[config.mk]
export PLATFORM = sky130hd
export DESIGN_NAME = arpc_ctrl
export DESIGN_NICKNAME = d
export VERILOG_FILES = /design/src/hw/rtl/arpc_pkg.sv /design/src/hw/rtl/arpc_ctrl.sv
export SDC_FILE = /design/constraint.sdc
export NUM_CORES = 1
export LEC_CHECK = 0
export BUFFER_PORTS_ARGS = -buffer_cell sky130_fd_sc_hd__buf_2
export CAP_MARGIN = 30
export CELL_PAD_IN_SITES_DETAIL_PLACEMENT = 0
export CELL_PAD_IN_SITES_GLOBAL_PLACEMENT = 2
export CORE_UTILIZATION = 30
export DETAILED_ROUTE_END_ITERATION = 10
export PLACE_DENSITY_LB_ADDON = 0.05
export SLEW_MARGIN = 20
export SYNTH_ARGS = -nofsm -noshare
export SYNTH_HDL_FRONTEND = slang
export SYNTH_SLANG_ARGS = --single-unit
[constraint.sdc]
create_clock -name clk -period 2 [get_ports clk]
set_clock_uncertainty 0.05 [all_clocks]
set_input_delay 0 -clock clk [delete_from_list [all_inputs] [get_ports clk]]
set_output_delay 0 -clock clk [all_outputs]
set_load 0.01 [all_outputs]
[src/hw/rtl/arpc_pkg.sv]
// Package: shared types and constants for the ARP cache and responder.
`timescale 1ns / 1ps
package arpc_pkg;
	localparam int ENTRIES     = 64;
	localparam int IDX_BITS    = $clog2(ENTRIES);
	localparam int STAMP_BITS  = 32;
	localparam int MIN_ARP_LEN = 28;
	localparam logic [15:0] HW_ETHERNET = 16'd1;
	localparam logic [15:0] PROTO_IPV4  = 16'h0800;
	localparam logic [15:0] OP_REQUEST  = 16'd1;
	localparam logic [1:0] KIND_TICK   = 2'd0;
	localparam logic [1:0] KIND_PACKET = 2'd1;
	localparam logic [1:0] KIND_LOOKUP = 2'd2;
	// Register index, taken from paddr[3] since registers sit 8 bytes apart.
	localparam logic ADDR_OWN_IP  = 1'b0;
	localparam logic ADDR_OWN_MAC = 1'b1;
	localparam int ENTRY_BITS = 32 + 48 + STAMP_BITS;

	typedef struct packed {
		logic [1:0]  kind;
		logic [10:0] payload_len;
		logic [15:0] hw_type;
		logic [15:0] ptype;
		logic [15:0] opcode;
		logic [47:0] sender_mac;
		logic [31:0] src_ip;
		logic [31:0] dst_ip;
		logic [31:0] lookup_ip;
	} in_item_t;

	typedef struct packed {
		logic        status;
		logic        send_reply;
		logic [47:0] reply_dest_mac;
		logic [31:0] reply_dest_ip;
		logic        found;
		logic [47:0] found_mac;
	} out_item_t;

	typedef struct packed {
		logic [31:0]           ip;
		logic [47:0]           mac;
		logic [STAMP_BITS-1:0] stamp;
	} entry_t;

	// Controller to datapath commands.
	typedef struct packed {
		logic tick;       // advance the time stamp
		logic clr_scan;   // restart scan
		logic adv_scan;   // step scan index
		logic eval;       // evaluate returned entry
		logic wr;         // write back the chosen entry
		logic emit;       // drive the result strobe
	} ctl_t;

	// Datapath to controller status.
	typedef struct packed {
		logic [1:0] kind;
		logic       reject;
		logic       scan_last;
	} sts_t;
endpackage

[src/hw/rtl/arpc_ctrl.sv]
// Controller: sequences load, scan, write-back and result.
`timescale 1ns / 1ps
module arpc_ctrl import arpc_pkg::*; (
	input  logic clk,
	input  logic arst_n,
	input  logic start,
	input  sts_t sts,
	output logic busy,
	output logic load,
	output ctl_t ctl
);
	typedef enum logic [2:0] {S_IDLE, S_DECODE, S_SCAN, S_DRAIN, S_WRITE, S_EMIT} state_t;
	state_t state_q;

	// Capture the transaction at the accepting edge.
	assign load = start && !busy;

	// Hold state and drive registered commands.
	always_ff @(posedge clk or negedge arst_n) begin
		if (!arst_n) begin
			state_q <= S_IDLE;
			ctl     <= '0;
			busy    <= 1'b0;
		end else begin
			ctl <= '0;
			unique case (state_q)
				S_IDLE: begin
					if (load) begin
						ctl.clr_scan <= 1'b1;
						busy         <= 1'b1;
						state_q      <= S_DECODE;
					end
				end
				S_DECODE: begin
					if (sts.kind == KIND_TICK) begin
						ctl.tick <= 1'b1;
						ctl.emit <= 1'b1;
						state_q  <= S_EMIT;
					end else if (sts.kind == KIND_LOOKUP
						|| (sts.kind == KIND_PACKET && !sts.reject)) begin
						ctl.adv_scan <= 1'b1;
						state_q      <= S_SCAN;
					end else begin
						ctl.emit <= 1'b1;
						state_q  <= S_EMIT;
					end
				end
				S_SCAN: begin
					ctl.eval <= 1'b1;
					if (sts.scan_last) begin
						state_q <= S_DRAIN;
					end else begin
						ctl.adv_scan <= 1'b1;
					end
				end
				S_DRAIN: begin
					if (sts.kind == KIND_PACKET) begin
						ctl.wr  <= 1'b1;
						state_q <= S_WRITE;
					end else begin
						ctl.emit <= 1'b1;
						state_q  <= S_EMIT;
					end
				end
				S_WRITE: begin
					ctl.emit <= 1'b1;
					state_q  <= S_EMIT;
				end
				S_EMIT: begin
					busy    <= 1'b0;
					state_q <= S_IDLE;
				end
				default: state_q <= S_IDLE;
			endcase
		end
	end
endmodule

# Word level (Yosys, flattened, before mapping)
# Cells that the tools add are included.
[totals]
wordCells = 50
ff_bits = 10
[classes]
n_mux = 23
n_reduce_logical = 10
n_eq_ne = 9
[op_table]
columns = ["operator", "count"]
rows = [
  ["$mux 1", 15],
  ["$pmux 3 s5", 1],
  ["$mux 3", 4],
  ["$eq 3x2->1 const B", 2],
  ["$eq 3x3->1 const B", 2],
  ["$ne 2x2->1 const B", 2],
  ["$pmux 1 s2", 2],
  ["$reduce_and 2->1", 2],
  ["$eq 3x1->1 const B", 1],
  ["$logic_not 3->1", 1],
  ["$pmux 1 s3", 1],
  ["$eq 2x1->1 const B", 1],
  ["$eq 2x2->1 const B", 1],
  ["$logic_and 1x1->1", 2],
  ["$logic_not 1->1", 2],
  ["$logic_not 2->1", 1],
  ["$reduce_bool 2->1", 1],
  ["$logic_or 1x1->1", 1],
]

# Logic depth before layout (Yosys ltp)
[depth]
ltp_word = 6
mapped_depth = 4
depth_no_buf = 3

# Worst setup path before layout
# No wires, ideal clock.
[synth_path]
kind = "reg-to-reg"
from = "register state_q[1]"
to = "register state_q[0]"
required_ns = 1.846
slack_ns = 0.868
period_less_slack_ns = 1.132
path_buffers = 1
stages_incl_launch_ff = 5
arrival_time_ns = 0.979
path_cell_list = "dfrtp_1 > buf_6 > nand2b_4 > a221o_1 > o311ai_1"
[synth_between]
elab_chain_len = 3
elab_cells_between_ends = 9
classes_between = "eq/ne: 6; mux: 1; reduce/logical: 2"
[synth_lines]
columns = ["element", "line_no", "text"]
rows = [
  ["start, declared", "arpc_ctrl.sv:13", "state_t state_q;"],
  ["start signal, assigned", "arpc_ctrl.sv:21", "state_q <= S_IDLE;"],
  ["start signal, assigned", "arpc_ctrl.sv:31", "state_q <= S_DECODE;"],
  ["start signal, assigned", "arpc_ctrl.sv:38", "state_q <= S_EMIT;"],
  ["$eq 3x2->1 or $logic_not 3->1 (tied branches)", "arpc_ctrl.sv:26", "unique case (state_q)"],
  ["$ne 2x2->1 (no line)", "-", ""],
  ["$reduce_and 2->1 (no line)", "-", ""],
]
# Several ways; a longest one is shown, not always the timed one.
# A chain may end at the register's enable or synchronous reset.

# Worst setup path after layout
[layout_path]
from = "register state_q[2]"
to = "register ctl[5] (netlist bit)"
[layout_between]
elab_chain_len = 2
[layout_lines]
columns = ["element", "line_no", "text"]
rows = [
  ["$eq 3x1->1", "arpc_ctrl.sv:26", ""],
  ["$mux 1", "arpc_ctrl.sv:26", ""],
  ["end, declared", "arpc_ctrl.sv:10", "output ctl_t ctl"],
]
# No other way between the ends.

==> metrics.txt <==
Reg power frac=56.7%; gr usage total=12.5%; minimum clock period=1.51 ns; Post-DRT Antenna Nets=0; largest cells by area after synthesis=dfrtp_1 (54%), nand2b_4 (5.9%), o21ai_0 (4.3%); drt drc=0; Overflow after GRT=0; startpoint types=flip-flop; vias=389; cells after synthesis=44; clock sinks=10; count leader, synth=dfrtp_1; final worst path period share=75.7%; Via density=4.92; largest area contributor in the netlist=dfrtp_1; Cell Int Power=285 uW; clock share of power=36.1%; Clock Pin Slew Worst Setup and Hold Paths=0.06 ns; Final HPWL DP=690 microns; Avg Cell Area, Syn=10.6 sq um; Crit-path slowest cell=dlygate4sd3_1; pins over their slew limit=0; WP data required=2.14 ns; CTS max path bufs=2; die width=41.4 microns; crit-path leading delay family=buffers and inverters; WL per Instance=11.2 microns; PD cells=583 mW/mm^2; Clk Latency, worst-skew pair=0.26 ns; slew at the pin closest to its max-slew limit=0.283 ns; Iter 0 DRT Violations=3; First-pass DRT Iterations=2; Seq cells post-synth=10; RSZ-0062 raised after global routing=false; Hold Crit Depth=3; status=complete, no violations; slew margin rel.=81.1%; Post-Route WL=884 microns; register-to-register setup slack=0.49 ns; die area=0.00172 sq mm; CP arrival=1.66 ns; syn nets=51; hold endpoint=busy; CTS tree=done; layout cells sized above 1=32.8%; HP Class=input pin to flip-flop; Setup crit end kind=flip-flop; Cell Area, Placed=539 sq um; R2R depth=3; RePlAce Congestion=0.774; CP max FO=10; commonest register cell after synthesis=dfrtp_1; Layout area overhead=31.1%; Num CTS Buffers=3; Max Fclk=660 MHz; Sw Share=20.1%; critical-path cell list=nand2b_4 > nor4_1 > dlygate4sd3_1; final hold vios=0; largest net degree at the start of global routing=11; end of the worst register-to-register path=ctl[5]; antenna violations before repair=0; TNS Setup=0 ns; final instance area=612 sq um; Starting Density=34.2%; endpoints failing setup=0; switching power of the nets=71.9 uW; IO buf count=14; H-tree levels=1; register area share after synthesis=53.6%; VDD IR-drop max=0.430 mV; number of diodes=0; Syn Std Cell Area=467 sq um; Max Cap Violations=0; reg2reg start=state_q[2]; Comb pwr share=7.2%; fin nets=73; Worst path max stage delay=0.58 ns; core box area=0.00137 sq mm; global-route wire length before repair=1560 microns; vias in the first global route=349; EDFF count, synth=0; Synth async-reset ratio=100%; commonest cells in the netlist=dfrtp_1 (10), nand2_1 (5), nor2_1 (4), o21ai_0 (4); Die Ht=41.4 microns; I/O Pins=15; row count=13; worst hold path startpoint=start; worst setup path class=flip-flop to flip-flop; unique cell type count in the Yosys netlist=20; P_leak=0.000304 uW; Syn. warnings=0; post-synth top area share=53.6%; clock root cell=clkbuf_4; CP bufs+invs=1
-- worst max path at each step --
stage	endpoint	from	slack, ns	depth (start not counted)
3_5_place_dp	state_q[0]	state_q[1]	0.79	3
4_1_cts	ctl[5]	state_q[2]	0.49	3
5_1_grt	ctl[5]	state_q[2]	0.31	3
3_3_place_gp	state_q[0]	state_q[1]	0.82	3
6_report	ctl[5]	state_q[2]	0.49	3
2_1_floorplan	state_q[0]	state_q[1]	0.87	4
-- cells in the final DEF, fill, tap and decap left out, drive strengths merged --
cell / instances
nand2b: 3
nand2: 5
and2b: 1
nor2: 4
o311ai: 1
nor4: 1
dfrtp: 10
nor2b: 3
dlygate4sd3: 5
a21oi: 3
inv: 1
a221o: 1
or2: 1
buf: 14
clkbuf: 3
o31ai: 1
o21ai: 4
o21ba: 1
nor3: 1
nor3b: 1
-- registers in the layout, summed over array words and instances, names as in the netlist --
| register | count |
|---|---|
| state_q | 3 |
| busy | 1 |
| ctl | 6 |
-- through the flow --
stage	std cells	hold WS, ns	total power, uW	setup WS, ns	util [%]
floorplan	44	-0.346	212	0.868	-
global placement	71	-0.181	226	0.824	39.5
detailed placement	71	-0.177	227	0.794	39.5
CTS	79	0.0242	365	0.492	44.8
global route	79	0.0522	379	0.309	44.8
finish	79	0.0209	357	0.485	44.8
-- cells by family (layout without fill, tap and decap cells) --
| kind of cell | Yosys count | in the layout | synth area share (%) |
|---|---|---|---|
| AOI/OAI and AO/OA | 11 | 11 | 15.3 |
| and+or+nand+nor | 20 | 20 | 26.8 |
| DFF | 10 | 10 | 53.6 |
| buffers and inverters | 3 | 23 | 4.29 |
-- worst register-to-register path: stages, from the launching register on --
cell and delay (ns):
dfrtp_1 0.47, nand2b_4 0.19, nor4_1 0.16, dlygate4sd3_1 0.58
-- cell type report --
type	instances	area, sq um
Fill cell	146	754
Sequential cell	10	250
Multi-Input combinational cell	31	196
Timing Repair Buffer	19	120
Clock buffer	3	22.5
Tap cell	15	18.8
Inverter	1	3.75
-- metal layers --
metal / track usage (%) / routed length, microns
met2: 17.8 / 420
met3: 7.83 / 59
met1: 14.5 / 395
met5: 0 / 0
met4: 5.81 / 8
-- timing repair --
action,CTS,global route
hold buffers,5,0
buffers inserted,0,0
endpoints found under the hold margin,14,0
endpoints found under the setup margin,0,0
resized for setup,0,0
-- power groups by stage --
stage               clock network, uW  registers (uW)  logic [uW]
floorplan                           0             206        6.16
global placement                    0             206        20.1
detailed placement                  0             206        20.5
CTS                               136             202        26.5
global route                      149             202        28.5
finish                            129             202        25.8
(Power assumes the default switching activity.)
